<file path="config.mk">
export PLATFORM = sky130hd
export DESIGN_NAME = gvn_fifo
export DESIGN_NICKNAME = d
export VERILOG_FILES = /design/src/rtl/assert_macros.svh /design/src/rtl/gvn_pkg.sv /design/src/rtl/gvn_fifo.sv
export SDC_FILE = /design/constraint.sdc
export NUM_CORES = 1
export LEC_CHECK = 0
export BUFFER_PORTS_ARGS = -buffer_cell sky130_fd_sc_hd__clkbuf_2
export CORE_UTILIZATION = 51
export CTS_CLUSTER_DIAMETER = 30
export CTS_CLUSTER_SIZE = 40
export DETAILED_ROUTE_END_ITERATION = 7
export PLACE_DENSITY = 0.83
export SLEW_MARGIN = 0
export SYNTH_ARGS = -nofsm -noshare
export SYNTH_HDL_FRONTEND = slang
export SYNTH_SLANG_ARGS = --single-unit
</file>
<file path="constraint.sdc">
create_clock -name clk_i -period 7 [get_ports clk_i]
set_input_delay 0.7 -clock clk_i [delete_from_list [all_inputs] [get_ports clk_i]]
set_output_delay 0.7 -clock clk_i [all_outputs]
set_load 0.1 [all_outputs]
</file>
<file path="src/rtl/assert_macros.svh">
// ---------------------------------------------------------------------------
// Assertion macros
// Shared helpers for concurrent assertions, clocked on clk_i and
// disabled while rst_ni is low.
// ---------------------------------------------------------------------------
`ifndef ASSERT_MACROS_SVH
`define ASSERT_MACROS_SVH

// Plain property, sampled on every rising edge outside reset.
`define GVN_ASSERT(lbl, prop, msg) \
  lbl: assert property (@(posedge clk_i) disable iff (!rst_ni) (prop)) \
    else $error(msg);

// Same-cycle implication.
`define GVN_ASSERT_IMPL(lbl, ante, cons, msg) \
  `GVN_ASSERT(lbl, (ante) |-> (cons), msg)

`endif

</file>
<file path="src/rtl/gvn_pkg.sv">
// ---------------------------------------------------------------------------
// gvn_pkg
// Widths, register indexes and the queue entry format of the grid vertex
// normal generator.
// ---------------------------------------------------------------------------
`default_nettype none

package gvn_pkg;

  localparam int unsigned MaxWidthDef  = 256;
  localparam int unsigned FifoDepthDef = 4;

  // Column fields can index up to 4096 columns (12 bits).
  localparam int unsigned ColW      = 12;
  localparam int unsigned RowW      = 16;
  localparam int unsigned PosW      = 32;
  localparam int unsigned NrmW      = 16;
  localparam int unsigned VtxColW   = 8;
  localparam int unsigned WidthRegW = 9;
  localparam int unsigned CfgIdxW   = 2;
  localparam int unsigned CfgDataW  = 16;

  localparam logic [CfgIdxW-1:0] RegWidthInUse  = 2'd0;
  localparam logic [CfgIdxW-1:0] RegHeightInUse = 2'd1;

  localparam logic [WidthRegW-1:0] WidthReset  = 9'd256;
  localparam logic [RowW-1:0]      HeightReset = 16'd2;

  typedef logic [1:0] slot_t;

  // One normal to be computed: the vertex and where its neighbours live.
  typedef struct packed {
    logic [ColW-1:0] col;
    logic [RowW-1:0] row;
    slot_t           slot_self;
    slot_t           slot_up;
    slot_t           slot_dn;
    logic            has_lt;
    logic            has_rt;
    logic            has_up;
    logic            has_dn;
    logic            last;
  } job_t;

  // Queue entry: an optional store write followed by an optional job.
  typedef struct packed {
    logic                   wr;
    logic signed [PosW-1:0] pos_x;
    logic signed [PosW-1:0] pos_y;
    logic signed [PosW-1:0] pos_z;
    slot_t                  wr_slot;
    logic [ColW-1:0]        wr_col;
    logic                   job_vld;
    job_t                   job;
  } entry_t;

endpackage

`default_nettype wire

</file>
<file path="src/rtl/gvn_fifo.sv">
// ---------------------------------------------------------------------------
// gvn_fifo
// Short queue of entries between the front and the back.
// ---------------------------------------------------------------------------
`default_nettype none

module gvn_fifo import gvn_pkg::*; #(
  parameter int unsigned DEPTH = FifoDepthDef
) (
  input  logic   clk_i,
  input  logic   rst_ni,
  input  logic   push_i,
  input  entry_t entry_i,
  output logic   full_o,
  input  logic   pop_i,
  output entry_t entry_o,
  output logic   empty_o
);

  localparam int unsigned PtrW = (DEPTH > 1) ? $clog2(DEPTH) : 1;
  localparam int unsigned CntW = $clog2(DEPTH + 1);

  entry_t          store_q [DEPTH];
  logic [PtrW-1:0] wr_ptr_q, rd_ptr_q;
  logic [CntW-1:0] cnt_q;

  assign full_o  = (cnt_q == CntW'(DEPTH));
  assign empty_o = (cnt_q == '0);
  assign entry_o = store_q[rd_ptr_q];

  function automatic logic [PtrW-1:0] inc_ptr(input logic [PtrW-1:0] p);
    return (p == PtrW'(DEPTH - 1)) ? '0 : p + 1'b1;
  endfunction

  always_ff @(posedge clk_i or negedge rst_ni) begin
    if (!rst_ni) begin
      wr_ptr_q <= '0;
      rd_ptr_q <= '0;
      cnt_q    <= '0;
    end else begin
      if (push_i) wr_ptr_q <= inc_ptr(wr_ptr_q);
      if (pop_i) rd_ptr_q <= inc_ptr(rd_ptr_q);
      if (push_i && !pop_i) cnt_q <= cnt_q + 1'b1;
      else if (pop_i && !push_i) cnt_q <= cnt_q - 1'b1;
    end
  end

  always_ff @(posedge clk_i) begin
    if (push_i) store_q[wr_ptr_q] <= entry_i;
  end

endmodule

`default_nettype wire

</file>
==> run metrics <==
Setup violations, final 0; largest net degree at the start of global routing 82; gr usage total between 20% and 30%; clk root buf clkbuf_16; Worst Path Required about 6300 ps; worst stage delay on the critical path between 1000 and 1500 ps; routed vias/inst about 5.5; H-tree depth 3; Final #Nets roughly 1.4k; met3 wire length just under 4 mm; initial drt markers 891; Syn Nets about 990; worst hold path class in -> reg; DR vias about 10k; DRT met1 WL about 17 mm; Routed Antenna Nets 0; Worst Path Class, Setup reg -> out; die width about 210 µm; vias in the first global route ~11k; final WL approximately 46 mm; placed wire-length estimate 24.8 mm; CTS clk-pin slew, worst paths 50 ps; outcome complete, no violations; maxcap violations 0; syn avg cell area ~27 µm²; Setup crit end kind output port; RSZ-0062 raised after global routing false; CP Cell Sequence buf_12, mux4_2, clkbuf_2; crit path DAT ~3400 ps; Seq cells post-synth a little over 600; final worst path period need 4100 ps; Initial DRT Pass Iterations 5; Ports 308; skew final between 15 and 20 ps; antenna violations before repair 5; CTS Buf Count a little over 100; Bufs on Longest Clock Path 3; Final Slew Violations 0; first-pass GRT wire length 67.3 mm; Slew HR roughly 27%; clock sink count about 610; Initial Util around half; Core Rows 76; Clock Latency Late Sink 630 ps; routed wire length per instance approximately 24 µm; number of synthesis warnings 0; synthesized area between 0.02 and 0.025 mm²; post-synthesis sequential area ratio a little over 80%; Distinct cells, synth 19; drt drc 0; layout cells sized above 1 slightly above 50%; CTS tree yes; Final GP Congestion 0.699; CP startpoint kind register; slowest cell on the critical path dfrtp_4; WL met2 23.6 mm; Top Metal Used met5; final hold violations 0; diode count 0; setup tns final 0 ps; gr ovfl total 0; IO Port Bufs slightly above 300; Std-Cell Core Area ~0.043 mm²; post_cts resized 0; die area between 0.04 and 0.05 mm²; post-layout util roughly two thirds; crit-path max FO 81; worst slew pin tran around 1100 ps; f_max 0.244 GHz; P&R area growth vs syn 26.2%; Mapped Cells 826; die height 211 µm; Tcrit/Tclk final between 50 and 60%
[path summary, 6_finish.rpt]
path	cells past startpoint	from	to	slack [ps]
max	3	rd_ptr_q[0]	entry_o[112]	2900
min	1	entry_i[84]	store_q[0][84]	290
max reg2reg	4	wr_ptr_q[0]	store_q[0][46]	4360
min reg2reg	1	cnt_q[2]	cnt_q[2]	510
max in group asynchronous	2	rst_ni	rd_ptr_q[0]	6360
min in group asynchronous	2	rst_ni	rd_ptr_q[1]	450
[synth_stat cells]
cell	count	area, µm²
inv_1	4	15.0
xor2_1	2	17.5
mux4_2	151	3400
clkbuf_1	6	22.5
o21ai_0	2	10.0
ha_1	6	75.1
dfrtp_1	7	175
and2_1	4	25.0
nor2_1	3	11.3
buf_6	9	101
buf_2	18	90.1
nor3b_1	1	7.51
nand2_1	2	7.51
nor3_1	1	5.00
xnor2_1	1	8.76
buf_4	1	7.51
mux2_2	3	33.8
edfxtp_1	604	18100
fa_1	1	20.0
[final cells by class]
| type | instances | area (µm²) |
|---|---|---|
| Sequential cell | 611 | 18300 |
| Tap cell | 585 | 732 |
| Clock buffer | 109 | 2620 |
| Inverter | 4 | 15.0 |
| Clock inverter | 83 | 1010 |
| Timing Repair Buffer | 320 | 1650 |
| Fill cell | 2710 | 15000 |
| Multi-Input combinational cell | 177 | 3630 |
[routing by layer]
metal | global-route usage, % | vias to the layer above
met3 | 7.36 | 75
met5 | 0 | -
met2 | 34.4 | 461
li1 | - | 4434
met4 | 7.22 | 8
met1 | 25.6 | 5483
[per-stage QoR]
step	hold WS, ps	setup WS [ps]	std cells	cell area, µm²
2_1_floorplan	404	2330	826	22200
3_3_place_gp	471	3460	1696	24300
3_5_place_dp	505	3480	1696	24300
4_1_cts	245	2770	1889	28000
5_1_grt	260	2630	1889	28000
6_report	292	2900	1889	28000
[cell usage in the layout (no fill, tap or decap), drive strengths merged, types with 3 or more instances in the layout]
cell / Yosys / layout
and2: 4 / 4
buf: 28 / 12
bufinv: 0 / 16
clkbuf: 6 / 416
clkinv: 0 / 31
clkinvlp: 0 / 21
dfrtp: 7 / 7
edfxtp: 604 / 604
ha: 6 / 6
inv: 4 / 19
mux2: 3 / 3
mux4: 151 / 151
nor2: 3 / 3
[cell families (layout without fill, tap and decap cells)]
logic type | after synthesis | after routing | synth area share [%]
buf+inv | 38 | 516 | 1.07
simple gates | 11 | 11 | 0.254
flops | 611 | 611 | 82.6
compound gates | 2 | 2 | 0.0451
xor+xnor | 3 | 3 | 0.119
fa+ha+maj | 7 | 7 | 0.429
mux | 154 | 154 | 15.5
[flip-flops by register name (all words and copies together), names as in the netlist]
| name | cells |
|---|---|
| store_q | 604 |
| cnt_q | 3 |
| rd_ptr_q | 2 |
| wr_ptr_q | 2 |
[critical path: cells and delay by family, from the launching register on]
family / cells / cell delay (ps)
buffers and inverters: 2 / 920
flip-flops: 1 / 1010
multiplexers: 1 / 640
[repair_timing]
item                      in CTS  in global routing
setup buffers                  0                  0
hold endpoints to repair       7                  0
hold buffers                   1                  0
Power is left out: the tool's default activity adds up to more than one toggle a clock period on the data nets, which glitch-free logic cannot reach.
