[src/rtl/assert_macros.svh]
// ---------------------------------------------------------------------------
// Assertion macros
// Shared helpers for concurrent assertions, clocked on clk_i and
// disabled while rst_ni is low.
// ---------------------------------------------------------------------------
`ifndef ASSERT_MACROS_SVH
`define ASSERT_MACROS_SVH

// Plain property, sampled on every rising edge outside reset.
`define GVN_ASSERT(lbl, prop, msg) \
  lbl: assert property (@(posedge clk_i) disable iff (!rst_ni) (prop)) \
    else $error(msg);

// Same-cycle implication.
`define GVN_ASSERT_IMPL(lbl, ante, cons, msg) \
  `GVN_ASSERT(lbl, (ante) |-> (cons), msg)

`endif

[src/rtl/gvn_pkg.sv]
// ---------------------------------------------------------------------------
// gvn_pkg
// Widths, register indexes and the queue entry format of the grid vertex
// normal generator.
// ---------------------------------------------------------------------------
`default_nettype none

package gvn_pkg;

  localparam int unsigned MaxWidthDef  = 256;
  localparam int unsigned FifoDepthDef = 4;

  // Column fields can index up to 4096 columns (12 bits).
  localparam int unsigned ColW      = 12;
  localparam int unsigned RowW      = 16;
  localparam int unsigned PosW      = 32;
  localparam int unsigned NrmW      = 16;
  localparam int unsigned VtxColW   = 8;
  localparam int unsigned WidthRegW = 9;
  localparam int unsigned CfgIdxW   = 2;
  localparam int unsigned CfgDataW  = 16;

  localparam logic [CfgIdxW-1:0] RegWidthInUse  = 2'd0;
  localparam logic [CfgIdxW-1:0] RegHeightInUse = 2'd1;

  localparam logic [WidthRegW-1:0] WidthReset  = 9'd256;
  localparam logic [RowW-1:0]      HeightReset = 16'd2;

  typedef logic [1:0] slot_t;

  // One normal to be computed: the vertex and where its neighbours live.
  typedef struct packed {
    logic [ColW-1:0] col;
    logic [RowW-1:0] row;
    slot_t           slot_self;
    slot_t           slot_up;
    slot_t           slot_dn;
    logic            has_lt;
    logic            has_rt;
    logic            has_up;
    logic            has_dn;
    logic            last;
  } job_t;

  // Queue entry: an optional store write followed by an optional job.
  typedef struct packed {
    logic                   wr;
    logic signed [PosW-1:0] pos_x;
    logic signed [PosW-1:0] pos_y;
    logic signed [PosW-1:0] pos_z;
    slot_t                  wr_slot;
    logic [ColW-1:0]        wr_col;
    logic                   job_vld;
    job_t                   job;
  } entry_t;

endpackage

`default_nettype wire

[src/rtl/gvn_if.sv]
// ---------------------------------------------------------------------------
// gvn interfaces
// Valid/ready channels for positions, normals and register writes.
// ---------------------------------------------------------------------------
`default_nettype none

interface gvn_pos_if import gvn_pkg::*; ();
  logic                   valid;
  logic                   ready;
  logic signed [PosW-1:0] pos_x;
  logic signed [PosW-1:0] pos_y;
  logic signed [PosW-1:0] pos_z;
  modport source (output valid, pos_x, pos_y, pos_z, input ready);
  modport sink (input valid, pos_x, pos_y, pos_z, output ready);
endinterface


interface gvn_cfg_if import gvn_pkg::*; ();
  logic                valid;
  logic                ready;
  logic [CfgIdxW-1:0]  index;
  logic [CfgDataW-1:0] data;
  modport source (output valid, index, data, input ready);
  modport sink (input valid, index, data, output ready);
endinterface

`default_nettype wire

[src/rtl/gvn_front.sv]
// ---------------------------------------------------------------------------
// gvn_front
// Takes positions, tracks the raster position and splits each vertex into
// a store write and the normals it makes computable.
// ---------------------------------------------------------------------------
`default_nettype none

module gvn_front import gvn_pkg::*; #(
  parameter int unsigned MAX_WIDTH = MaxWidthDef
) (
  input  logic      clk_i,
  input  logic      rst_ni,
  gvn_pos_if.sink   pos_i,
  gvn_cfg_if.sink   cfg_i,
  output entry_t    entry_o,
  output logic      push_o,
  input  logic      full_i
);

  localparam int unsigned LimW = ColW + 1;
  localparam logic [LimW-1:0] MaxW = LimW'(MAX_WIDTH);

  logic [WidthRegW-1:0] width_q;
  logic [RowW-1:0]      height_q;
  logic [ColW-1:0]      col_q;
  logic [RowW-1:0]      row_q;
  slot_t                slot_q;
  logic                 busy_q, first_q;
  logic [2:0]           pend_q;

  job_t                 job_q [3];
  logic signed [PosW-1:0] px_q, py_q, pz_q;
  slot_t                wslot_q;
  logic [ColW-1:0]      wcol_q;

  logic [LimW-1:0] w_raw, w_eff;
  logic [RowW-1:0] h_eff;
  logic            last_col, last_row, accept;
  slot_t           slot_prev, slot_next;
  logic            c_pos, c_gt1, r_pos, r_gt1;
  job_t            job_d [3];
  logic [2:0]      mask_d, rest;
  logic [1:0]      sel;

  function automatic job_t make_job(input logic [ColW-1:0] c, input logic [RowW-1:0] r,
                                    input slot_t ss, input slot_t su, input slot_t sd,
                                    input logic lt, input logic rt, input logic up,
                                    input logic dn);
    job_t j;
    j.col = c; j.row = r;
    j.slot_self = ss; j.slot_up = su; j.slot_dn = sd;
    j.has_lt = lt; j.has_rt = rt; j.has_up = up; j.has_dn = dn;
    j.last = 1'b0;
    return j;
  endfunction

  assign pos_i.ready = !busy_q;
  assign cfg_i.ready = 1'b1;
  assign accept      = pos_i.valid && !busy_q;

  always_comb begin
    w_raw = LimW'(width_q);
    if (w_raw > MaxW) w_eff = MaxW;
    else if (w_raw < LimW'(2)) w_eff = LimW'(2);
    else w_eff = w_raw;
    h_eff     = (height_q < 16'd2) ? 16'd2 : height_q;
    last_col  = LimW'(col_q) >= (w_eff - 1'b1);
    last_row  = row_q >= (h_eff - 16'd1);
    slot_prev = (slot_q == 2'd0) ? 2'd2 : slot_q - 2'd1;
    slot_next = (slot_q == 2'd2) ? 2'd0 : slot_q + 2'd1;
    c_pos = (col_q != '0);
    c_gt1 = (col_q > ColW'(1));
    r_pos = (row_q != '0);
    r_gt1 = (row_q > 16'd1);
    // Vertex above, once its lower neighbour has arrived.
    job_d[0] = make_job(col_q, row_q - 16'd1, slot_prev, slot_next, slot_q,
                        c_pos, !last_col, r_gt1, 1'b1);
    // Last row: the vertex to the left now has its right neighbour.
    job_d[1] = make_job(col_q - 1'b1, row_q, slot_q, slot_prev, slot_q,
                        c_gt1, 1'b1, r_pos, 1'b0);
    // Last row, last column: the vertex itself.
    job_d[2] = make_job(col_q, row_q, slot_q, slot_prev, slot_q,
                        c_pos, 1'b0, r_pos, 1'b0);
    mask_d = {last_row && last_col, last_row && c_pos, r_pos};
  end

  always_comb begin
    if (pend_q[0]) sel = 2'd0;
    else if (pend_q[1]) sel = 2'd1;
    else sel = 2'd2;
    rest = pend_q & ~(3'b001 << sel);
    entry_o.wr       = first_q;
    entry_o.pos_x    = px_q;
    entry_o.pos_y    = py_q;
    entry_o.pos_z    = pz_q;
    entry_o.wr_slot  = wslot_q;
    entry_o.wr_col   = wcol_q;
    entry_o.job_vld  = |pend_q;
    entry_o.job      = job_q[sel];
    entry_o.job.last = (rest == '0);
  end

  assign push_o = busy_q && !full_i;

  always_ff @(posedge clk_i or negedge rst_ni) begin
    if (!rst_ni) begin
      width_q  <= WidthReset;
      height_q <= HeightReset;
      col_q    <= '0;
      row_q    <= '0;
      slot_q   <= '0;
      busy_q   <= 1'b0;
      first_q  <= 1'b0;
      pend_q   <= '0;
    end else begin
      if (cfg_i.valid) begin
        case (cfg_i.index)
          RegWidthInUse:  width_q  <= cfg_i.data[WidthRegW-1:0];
          RegHeightInUse: height_q <= cfg_i.data[RowW-1:0];
          default: ;
        endcase
      end
      if (push_o) begin
        first_q <= 1'b0;
        pend_q  <= rest;
        if (rest == '0) busy_q <= 1'b0;
      end
      if (accept) begin
        busy_q  <= 1'b1;
        first_q <= 1'b1;
        pend_q  <= mask_d;
        if (last_col) begin
          col_q <= '0;
          if (last_row) begin
            row_q  <= '0;
            slot_q <= '0;
          end else begin
            row_q  <= row_q + 16'd1;
            slot_q <= slot_next;
          end
        end else begin
          col_q <= col_q + 1'b1;
        end
      end
    end
  end

  always_ff @(posedge clk_i) begin
    if (accept) begin
      job_q   <= job_d;
      px_q    <= pos_i.pos_x;
      py_q    <= pos_i.pos_y;
      pz_q    <= pos_i.pos_z;
      wslot_q <= slot_q;
      wcol_q  <= col_q;
    end
  end

endmodule

`default_nettype wire

[src/flat_wrapper.sv]
// flat-port wrapper written by rule: the top's interface ports become plain ports
module gvn_front_flat import gvn_pkg::*;
#(
  parameter int unsigned MAX_WIDTH = MaxWidthDef
)
  (clk_i, rst_ni, entry_o, push_o, full_i, pos_i_valid, pos_i_pos_x, pos_i_pos_y, pos_i_pos_z, pos_i_ready, cfg_i_valid, cfg_i_index, cfg_i_data, cfg_i_ready);
  gvn_pos_if pos_i_i ();
  gvn_cfg_if cfg_i_i ();
  input  logic clk_i;
  input  logic rst_ni;
  output entry_t entry_o;
  output logic push_o;
  input  logic full_i;
  input wire logic [$bits(pos_i_i.valid)-1:0] pos_i_valid;
  input wire logic [$bits(pos_i_i.pos_x)-1:0] pos_i_pos_x;
  input wire logic [$bits(pos_i_i.pos_y)-1:0] pos_i_pos_y;
  input wire logic [$bits(pos_i_i.pos_z)-1:0] pos_i_pos_z;
  output wire logic [$bits(pos_i_i.ready)-1:0] pos_i_ready;
  input wire logic [$bits(cfg_i_i.valid)-1:0] cfg_i_valid;
  input wire logic [$bits(cfg_i_i.index)-1:0] cfg_i_index;
  input wire logic [$bits(cfg_i_i.data)-1:0] cfg_i_data;
  output wire logic [$bits(cfg_i_i.ready)-1:0] cfg_i_ready;
  assign pos_i_i.valid = pos_i_valid;
  assign pos_i_i.pos_x = pos_i_pos_x;
  assign pos_i_i.pos_y = pos_i_pos_y;
  assign pos_i_i.pos_z = pos_i_pos_z;
  assign pos_i_ready = pos_i_i.ready;
  assign cfg_i_i.valid = cfg_i_valid;
  assign cfg_i_i.index = cfg_i_index;
  assign cfg_i_i.data = cfg_i_data;
  assign cfg_i_ready = cfg_i_i.ready;
  gvn_front #(.MAX_WIDTH(MAX_WIDTH)) u_core (.clk_i(clk_i), .rst_ni(rst_ni), .pos_i(pos_i_i), .cfg_i(cfg_i_i), .entry_o(entry_o), .push_o(push_o), .full_i(full_i));
endmodule
[config.mk]
export PLATFORM = sky130hd
export DESIGN_NAME = gvn_front_flat
export DESIGN_NICKNAME = d
export VERILOG_FILES = /design/src/rtl/assert_macros.svh /design/src/rtl/gvn_pkg.sv /design/src/rtl/gvn_if.sv /design/src/rtl/gvn_front.sv /design/src/flat_wrapper.sv
export SDC_FILE = /design/constraint.sdc
export NUM_CORES = 1
export LEC_CHECK = 0
export BUFFER_PORTS_ARGS = -buffer_cell sky130_fd_sc_hd__buf_2
export CAP_MARGIN = 20
export CELL_PAD_IN_SITES_DETAIL_PLACEMENT = 1
export CELL_PAD_IN_SITES_GLOBAL_PLACEMENT = 1
export CORE_ASPECT_RATIO = 2
export CORE_UTILIZATION = 39
export CTS_BUF_LIST = sky130_fd_sc_hd__clkbuf_4
export DETAILED_ROUTE_END_ITERATION = 8
export PLACE_DENSITY_LB_ADDON = 0.1
export SYNTH_ARGS = -nofsm -noshare
export SYNTH_HDL_FRONTEND = slang
export SYNTH_SLANG_ARGS = --single-unit
[constraint.sdc]
create_clock -name clk_i -period 5.5 [get_ports clk_i]
set_input_delay 0.55 -clock clk_i [delete_from_list [all_inputs] [get_ports clk_i]]
set_output_delay 0.55 -clock clk_i [all_outputs]
set_load 0.02 [all_outputs]
==> impl_metrics.env, run 1 <==
export IMPL_path_cells="or4_1, or4_1, nor4_2, nand2_1, o21ai_0, ha_1, nand2_1, nor4_1, xnor2_1, ha_1, a21oi_1, nand2_1, a221oi_1, o211ai_1, a21oi_1, buf_4, a221o_1"
export IMPL_largest_net_degree_at_the_start_of_global_routing=163
export IMPL_post_cts_setup_buffer_count=0
export IMPL_skew_ns=0.0203
export IMPL_cp_start_kind="register"
export IMPL_initial_core_util_pct=39.6
export IMPL_yosys_register_bits=223
export IMPL_cts_tree="done"
export IMPL_post_drt_via_cell_ratio=5.09
export IMPL_clk_pin_slew_worst_paths_ns=0.08
export IMPL_max_cap_viol_count=0
export IMPL_grt_pass1_vias=8099
export IMPL_via_count=7455
export IMPL_register_to_register_setup_slack_ns=0.56
export IMPL_crit_path_end="u_core.row_q[7]$_DFFE_PN0P_"
export IMPL_die_width_um=115
export IMPL_detail_route_first_pass_iterations=4
export IMPL_leftover_overflow_at_the_end_of_global_routing=0
export IMPL_ctsLongestPathBuffers=3
export IMPL_clock_sinks=223
export IMPL_worstSkewPairLatency_ns=0.68
export IMPL_cts_made_buffers=49
export IMPL_cp_max_fo=16
export IMPL_synth_area_mm2=0.00988
export IMPL_antenna_found_initial=1
export IMPL_cp_slowest_cell="sky130_fd_sc_hd__or4_1"
export IMPL_place_detailed_hpwl_um=20900
export IMPL_timing_final_setup_violations=0
export IMPL_fin_tns_setup_ns=0
export IMPL_total_power_uw=5690
export IMPL_grt_first_pass_wirelength_um=45900
export IMPL_core_mm2=0.0249
export IMPL_synth_top_flop_cell="sky130_fd_sc_hd__edfxtp_1"
export IMPL_power_per_cell_area_mw_per_mm2=436
export IMPL_cts_max_level=2
export IMPL_final_hold_viol_count=0
export IMPL_timing_rr_start="u_core.height_q[6]$_DFFE_PN0P_"
export IMPL_final_cell_mix="271 x sky130_fd_sc_hd__buf_2, 163 x sky130_fd_sc_hd__edfxtp_1, 88 x sky130_fd_sc_hd__dlygate4sd3_1, 65 x sky130_fd_sc_hd__clkbuf_4, 59 x sky130_fd_sc_hd__mux2_2"
export IMPL_crit_buf_inv=1
export IMPL_detail_route_wl_per_cell_um=21.0
export IMPL_crit_start="u_core.height_q[6]$_DFFE_PN0P_"
export IMPL_power_combinational_fraction_pct=32.2
export IMPL_syn_area_per_cell_um2=13.8
export IMPL_r2r_end="u_core.row_q[7]$_DFFE_PN0P_"
export IMPL_swShare_pct=37.0
export IMPL_synth_edff_count=163
export IMPL_critPathRequiredTime_ns=6.10
export IMPL_critPathKind="register to register"
export IMPL_final_common_cell="sky130_fd_sc_hd__buf_2"
export IMPL_fp_dieH_um=227
export IMPL_netlist_instances=714
export IMPL_final_net_count=1252
export IMPL_worst_slew_margin_rel_pct=39.2
export IMPL_die_area_mm2=0.0260
export IMPL_routed_wl_um=30700
export IMPL_timing_critical_path_arrival_ns=5.55
export IMPL_grt_use_total_pct=23.9
export IMPL_finalMaxSlewViolations=0
export IMPL_synthArstFlopShare_pct=26.9
export IMPL_antenna_violating_nets_post_route=0
export IMPL_worstHoldPathType="input pin to async pin"
export IMPL_max_freq_ghz=0.202
export IMPL_path_common_cell="sky130_fd_sc_hd__nand2_1"
export IMPL_period_minus_slack_ns=4.94
export IMPL_drc_errors=0
export IMPL_vdd_ir_drop_max_mv=0.204
export IMPL_place_congestion=0.797
export IMPL_layout_drive_gt1_share_pct=38.0
export IMPL_power_clock_fraction_pct=23.3
export IMPL_max_slew_worst_pin_slew_ns=0.913
export IMPL_cellLeakagePower_uw=0.00545
export IMPL_critical_path_max_stage_delay_ns=0.58
export IMPL_rows=82
export IMPL_grt_setup_unrepaired="no"
export IMPL_clock_root_buffer="sky130_fd_sc_hd__clkbuf_4"
export IMPL_drtIter0Drc=330
export IMPL_yosysWarnings=0
export IMPL_synth_seq_area_share_pct=64.7
export IMPL_i_o_pin_total=273
export IMPL_timing_reg2reg_worst_path_depth=17
export IMPL_power_switching_uw=2110
export IMPL_place_port_buffers=271
export IMPL_period_share_pct=89.9
export IMPL_yosysUniqueCellTypes=58
export IMPL_syn2layout_area_growth_pct=32.1
export IMPL_run_status="finished, final reports clean"
export IMPL_worstSetupEndpointType="register"
export IMPL_path_delay_family="simple AND/OR/NAND/NOR gates"
export IMPL_power_internal_uw=3590
export IMPL_p_seq_share_pct=44.5
export IMPL_path_depth=17
-- power groups by stage --
| stage | logic [µW] | registers [µW] | clock network [µW] |
|---|---|---|---|
| after CTS | 1850 | 2530 | 1360 |
| after global placement | 1760 | 2550 | 0 |
| after detailed placement | 1790 | 2560 | 0 |
| after floorplan | 1090 | 2610 | 0 |
| final | 1830 | 2540 | 1330 |
| after global routing | 2000 | 2580 | 1450 |
-- stage by stage --
step / cells / hold WS (ns) / util [%] / setup slack [ns] / cell area [µm²]
6_report: 1465 / 0.0572 / 52.4 / 0.556 / 13100
5_1_grt: 1464 / 0.0124 / 52.3 / 0.0846 / 13100
4_1_cts: 1463 / 0.000827 / 52.3 / 0.349 / 13000
3_5_place_dp: 1288 / 0.462 / 46.2 / 0.364 / 11500
3_3_place_gp: 1288 / 0.457 / 46.2 / 0.654 / 11500
2_1_floorplan: 718 / 0.254 / - / 0.825 / 9900
-- logic make-up after synthesis --
logic type | share of synthesized area, %
AOI/OAI and AO/OA | 6.78
xor gates and xnor gates | 3.90
adders and majority gates | 5.32
buffers and inverters | 3.29
DFF | 64.7
muxes | 6.82
other | 0.0379
and+or+nand+nor | 9.11
-- cell usage after synthesis (7+ instances only) --
cell type	instances	area share (%)
sky130_fd_sc_hd__edfxtp_1	163	50
sky130_fd_sc_hd__dfrtp_1	58	15
sky130_fd_sc_hd__a221o_1	7	0.71
sky130_fd_sc_hd__mux2_2	59	6.7
sky130_fd_sc_hd__inv_1	23	0.87
sky130_fd_sc_hd__xnor2_1	30	2.7
sky130_fd_sc_hd__buf_4	16	1.2
sky130_fd_sc_hd__and3_1	12	0.76
sky130_fd_sc_hd__nor2_1	44	1.7
sky130_fd_sc_hd__o21ai_0	21	1.1
sky130_fd_sc_hd__nand3_1	17	0.86
sky130_fd_sc_hd__a21oi_1	13	0.66
sky130_fd_sc_hd__nor3_1	18	0.91
sky130_fd_sc_hd__ha_1	42	5.3
sky130_fd_sc_hd__xor2_1	14	1.2
sky130_fd_sc_hd__clkbuf_1	28	1.1
sky130_fd_sc_hd__or3_1	8	0.51
sky130_fd_sc_hd__nand2_1	39	1.5
sky130_fd_sc_hd__nor4_1	10	0.63
-- layout make-up --
| type | instances | area [µm²] |
|---|---|---|
| clock inverters | 22 | 146 |
| clock buffers | 65 | 488 |
| diodes | 2 | 5.00 |
| multi-input cells | 425 | 3180 |
| repair buffers | 368 | 2320 |
| well taps | 336 | 420 |
| inverters | 24 | 95.1 |
| flip-flops and latches | 223 | 6400 |
| fillers | 2680 | 11900 |
-- what timing repair did --
action / 4_1_cts / 5_1_grt
gates resized for setup: 0 / 2
endpoints found under the hold margin: 88 / 0
setup endpoints to repair: 0 / 11
hold buffers: 88 / 0
-- worst min path at each step --
stage	start	endpoint	cells after the start
2_1_floorplan	rst_ni	u_core.busy_q$_DFFE_PN0P_	0
3_3_place_gp	u_core.first_q$_DFFE_PN0P_	u_core.first_q$_DFFE_PN0P_	2
3_5_place_dp	u_core.first_q$_DFFE_PN0P_	u_core.first_q$_DFFE_PN0P_	2
4_1_cts	pos_i_pos_z[17]	u_core.pz_q[17]$_DFFE_PP_	1
5_1_grt	pos_i_pos_x[29]	u_core.px_q[29]$_DFFE_PP_	1
6_report	rst_ni	u_core.width_q[7]$_DFFE_PN0P_	2
-- layer usage --
| layer | vias up | wire length (µm) | GRT usage [%] |
|---|---|---|---|
| met4 | 0 | 1610 | 13.9 |
| li1 | 3410 | - | - |
| met1 | 3649 | 10100 | 21.8 |
| met5 | - | 0 | 0 |
| met2 | 318 | 16600 | 46.2 |
| met3 | 78 | 2340 | 6.31 |
-- sequential cells by signal (all words and copies together) (netlist names) --
register	count
u_core.first_q	1
u_core.pend_q	3
u_core.col_q	12
u_core.pz_q	32
u_core.px_q	32
u_core.height_q	16
u_core.row_q	16
u_core.busy_q	1
u_core.job_q	67
u_core.py_q	32
u_core.slot_q	2
u_core.width_q	9
Note: power is estimated with default switching activity, not from simulation.
==> run 2: changes to the inputs <==
--- a/config.mk
+++ b/config.mk
@@ -5,12 +5,13 @@
 export SDC_FILE = /design/constraint.sdc
 export NUM_CORES = 1
 export LEC_CHECK = 0
+export ABC_AREA = 1
 export BUFFER_PORTS_ARGS = -buffer_cell sky130_fd_sc_hd__buf_2
 export CAP_MARGIN = 20
 export CELL_PAD_IN_SITES_DETAIL_PLACEMENT = 1
 export CELL_PAD_IN_SITES_GLOBAL_PLACEMENT = 1
 export CORE_ASPECT_RATIO = 2
-export CORE_UTILIZATION = 39
+export CORE_UTILIZATION = 38
 export CTS_BUF_LIST = sky130_fd_sc_hd__clkbuf_4
 export DETAILED_ROUTE_END_ITERATION = 8
 export PLACE_DENSITY_LB_ADDON = 0.1
==> run 2 against run 1 <==
Total power grew 7.3%. Maximum frequency rose by 24%. Die area increased by 8.5%. Flip-flop and latch count did not move. Clock skew rose by 0.0081 ns. Synthesized area rose by 5.8%. Hold slack better by 0.0087 ns. Core utilization down 1.8 points. Critical path depth decreased by 13. Wire length up 5.9%. Highest routed layer unchanged.
==> impl_metrics.env, run 2 <==
export IMPL_final_common_cell="sky130_fd_sc_hd__buf_2"
export IMPL_post_cts_resized_instances=0
export IMPL_netlist_instances=952
export IMPL_cp_slowest_cell="sky130_fd_sc_hd__dfrtp_1"
export IMPL_routed_wl_um=32500
export IMPL_critPathKind="register to primary output"
export IMPL_power_internal_uw=3730
export IMPL_drtIter0Drc=389
export IMPL_final_net_count=1498
export IMPL_synth_area_mm2=0.0105
export IMPL_yosysWarnings=0
export IMPL_worst_slew_margin_rel_pct=31.7
export IMPL_final_hold_viol_count=0
export IMPL_yosysMostFrequentCell="sky130_fd_sc_hd__nand2_1"
export IMPL_final_setup_worst_slack_ns=1.52
export IMPL_i_o_pin_total=273
export IMPL_post_drt_via_cell_ratio=4.76
export IMPL_worstHoldPathType="input pin to async pin"
export IMPL_place_congestion=0.817
export IMPL_power_combinational_fraction_pct=34.5
export IMPL_layout_drive_gt1_share_pct=30.6
export IMPL_clock_sinks=223
export IMPL_worstSetupEndpointType="primary output"
export IMPL_grt_pass1_vias=8874
export IMPL_post_synth_most_frequent_cells="232 x sky130_fd_sc_hd__nand2_1, 163 x sky130_fd_sc_hd__edfxtp_1, 90 x sky130_fd_sc_hd__inv_1, 80 x sky130_fd_sc_hd__nor2_1, 58 x sky130_fd_sc_hd__dfrtp_1"
export IMPL_max_slew_worst_pin_slew_ns=1.03
export IMPL_synth_edff_count=163
export IMPL_cts_made_buffers=51
export IMPL_clock_root_buffer="sky130_fd_sc_hd__clkbuf_4"
export IMPL_place_port_buffers=271
export IMPL_grt_use_total_pct=23.2
export IMPL_timing_final_setup_violations=0
export IMPL_seqCellArea_mm2=0.00640
export IMPL_nFillCells=3111
export IMPL_vdd_ir_drop_max_mv=0.148
export IMPL_run_status="finished, final reports clean"
export IMPL_path_cells="inv_1, nand2_1, mux2_2, buf_2"
export IMPL_grt_setup_unrepaired="no"
export IMPL_largest_net_degree_at_the_start_of_global_routing=80
export IMPL_period_share_pct=72.4
export IMPL_critPathRequiredTime_ns=4.95
export IMPL_rows=85
export IMPL_yosysUniqueCellTypes=43
export IMPL_cts_max_level=2
export IMPL_cp_max_fo=27
export IMPL_die_area_mm2=0.0282
export IMPL_max_cap_viol_count=0
export IMPL_place_detailed_hpwl_um=22200
export IMPL_grt_first_pass_wirelength_um=49200
export IMPL_skew_ns=0.0283
export IMPL_max_freq_ghz=0.251
export IMPL_synth_largest_area_cell="sky130_fd_sc_hd__edfxtp_1"
export IMPL_period_minus_slack_ns=3.98
export IMPL_area_fraction_of_the_dominant_cell_type_after_synthesis_pct=46.8
export IMPL_via_count=8214
export IMPL_worstSkewPairLatency_ns=0.69
export IMPL_cp_start_kind="register"
export IMPL_fp_dieH_um=237
export IMPL_synthArstFlopShare_pct=26.9
export IMPL_critical_path_max_stage_delay_ns=0.91
export IMPL_clk_pin_slew_worst_paths_ns=0.07
export IMPL_synth_seq_area_share_pct=61.2
export IMPL_power_switching_uw=2380
export IMPL_antenna_found_initial=1
export IMPL_cellLeakagePower_uw=0.00625
export IMPL_largest_reg_flops=67
export IMPL_crit_start="u_core.pend_q[0]$_DFFE_PN0P_"
export IMPL_timing_critical_path_arrival_ns=3.43
export IMPL_final_cell_mix="271 x sky130_fd_sc_hd__buf_2, 232 x sky130_fd_sc_hd__nand2_1, 163 x sky130_fd_sc_hd__edfxtp_1, 94 x sky130_fd_sc_hd__dlygate4sd3_1, 90 x sky130_fd_sc_hd__inv_1"
export IMPL_dpl_worst_slack_ns=1.88
export IMPL_detail_route_wl_per_cell_um=18.9
export IMPL_initial_core_util_pct=38.7
export IMPL_antenna_violating_nets_post_route=0
export IMPL_p_seq_share_pct=42.6
export IMPL_fin_tns_setup_ns=0
export IMPL_leftover_overflow_at_the_end_of_global_routing=0
export IMPL_largest_register="u_core.job_q"
export IMPL_syn2layout_area_growth_pct=30.6
export IMPL_die_width_um=119
export IMPL_finalMaxSlewViolations=0
export IMPL_syn_area_per_cell_um2=11.0
export IMPL_most_area_consuming_cells_after_synthesis="sky130_fd_sc_hd__edfxtp_1 47%, sky130_fd_sc_hd__dfrtp_1 14%, sky130_fd_sc_hd__nand2_1 8.3%"
export IMPL_synth_top_flop_cell="sky130_fd_sc_hd__edfxtp_1"
export IMPL_ctsLongestPathBuffers=3
export IMPL_timing_rr_start="u_core.height_q[9]$_DFFE_PN0P_"
export IMPL_detail_route_first_pass_iterations=5
export IMPL_power_per_cell_area_mw_per_mm2=447
export IMPL_cts_tree="done"
export IMPL_multiInputGateArea_mm2=0.00345
export IMPL_drc_errors=0
export IMPL_power_clock_fraction_pct=22.9
export IMPL_core_mm2=0.0270
export IMPL_yosys_register_bits=223
export IMPL_swShare_pct=38.9
-- run 2: final timing paths --
check                                             endpoint  slack (ns)  cells after the start
setup / recovery                               entry_o[30]        1.52                      4
hold / removal             u_core.height_q[14]$_DFFE_PN0P_        0.07                      2
setup reg to reg               u_core.row_q[1]$_DFFE_PN0P_        1.93                     23
hold reg to reg                 u_core.first_q$_DFFE_PN0P_        0.48                      2
max in group asynchronous        u_core.busy_q$_DFFE_PN0P_        4.86                      2
min in group clk_i               u_core.py_q[15]$_DFFE_PP_        0.07                      1
-- run 2: power by group through the flow --
stage	Sequential (µW)	Combinational, µW	Clock (µW)
floorplan	2700	1310	0
global placement	2610	2030	0
detailed placement	2630	2070	0
CTS	2600	2130	1430
global route	2660	2330	1520
finish	2600	2110	1400
-- run 2: routing by layer --
| metal | track usage [%] | wire (µm) | vias up |
|---|---|---|---|
| met5 | 0 | 0 | - |
| met4 | 13.1 | 1680 | 0 |
| met3 | 4.50 | 1800 | 97 |
| met2 | 45.5 | 18300 | 290 |
| met1 | 21.6 | 10700 | 3883 |
| li1 | - | - | 3944 |
-- run 2: metrics by stage --
| step | util (%) | hold slack [ns] | cell area, µm² | cells | total power [µW] |
|---|---|---|---|---|---|
| 2_1_floorplan | - | 0.254 | 10500 | 956 | 4010 |
| 3_3_place_gp | 44.5 | 0.449 | 12000 | 1538 | 4640 |
| 3_5_place_dp | 44.5 | 0.463 | 12000 | 1538 | 4710 |
| 4_1_cts | 50.5 | 0.000237 | 13600 | 1723 | 6160 |
| 5_1_grt | 50.6 | 0.00612 | 13700 | 1725 | 6500 |
| 6_report | 50.6 | 0.0659 | 13700 | 1725 | 6110 |
-- run 2: final cells by class --
type	count	share of cell area (%)
Clock inverter	18	0.916
Multi-Input combinational cell	596	25.3
Clock buffer	74	4.07
Tap cell	348	3.19
Sequential cell	223	46.9
Inverter	96	2.64
Antenna cell	1	0.0183
Timing Repair Buffer	369	17.0
-- run 2: what timing repair did --
item                                   CTS  global route
setup endpoints to repair                0             0
endpoints found under the hold margin   93             1
setup buffers                            0             0
hold buffers                            93             1
-- run 2: worst max-delay path, delay by kind of cell, from the launching register on --
family / cells / cell delay (ns)
AND/OR/NAND/NOR: 1 / 0.66
buffers and inverters: 2 / 0.75
flip-flops: 1 / 0.91
multiplexers: 1 / 0.43
-- run 2: cells by family (layout without fill, tap and decap cells) --
kind of cell    after synthesis  count (layout)  share of synthesized area [%]
compound gates               75              75                           3.89
other cells                   1               6                         0.0359
simple gates                406             406                           17.8
mux                          17              17                           1.83
xor+xnor                     51              51                           4.27
fa+ha+maj                    42              42                           5.03
buf+inv                     137             557                           5.95
flops                       223             223                           61.2
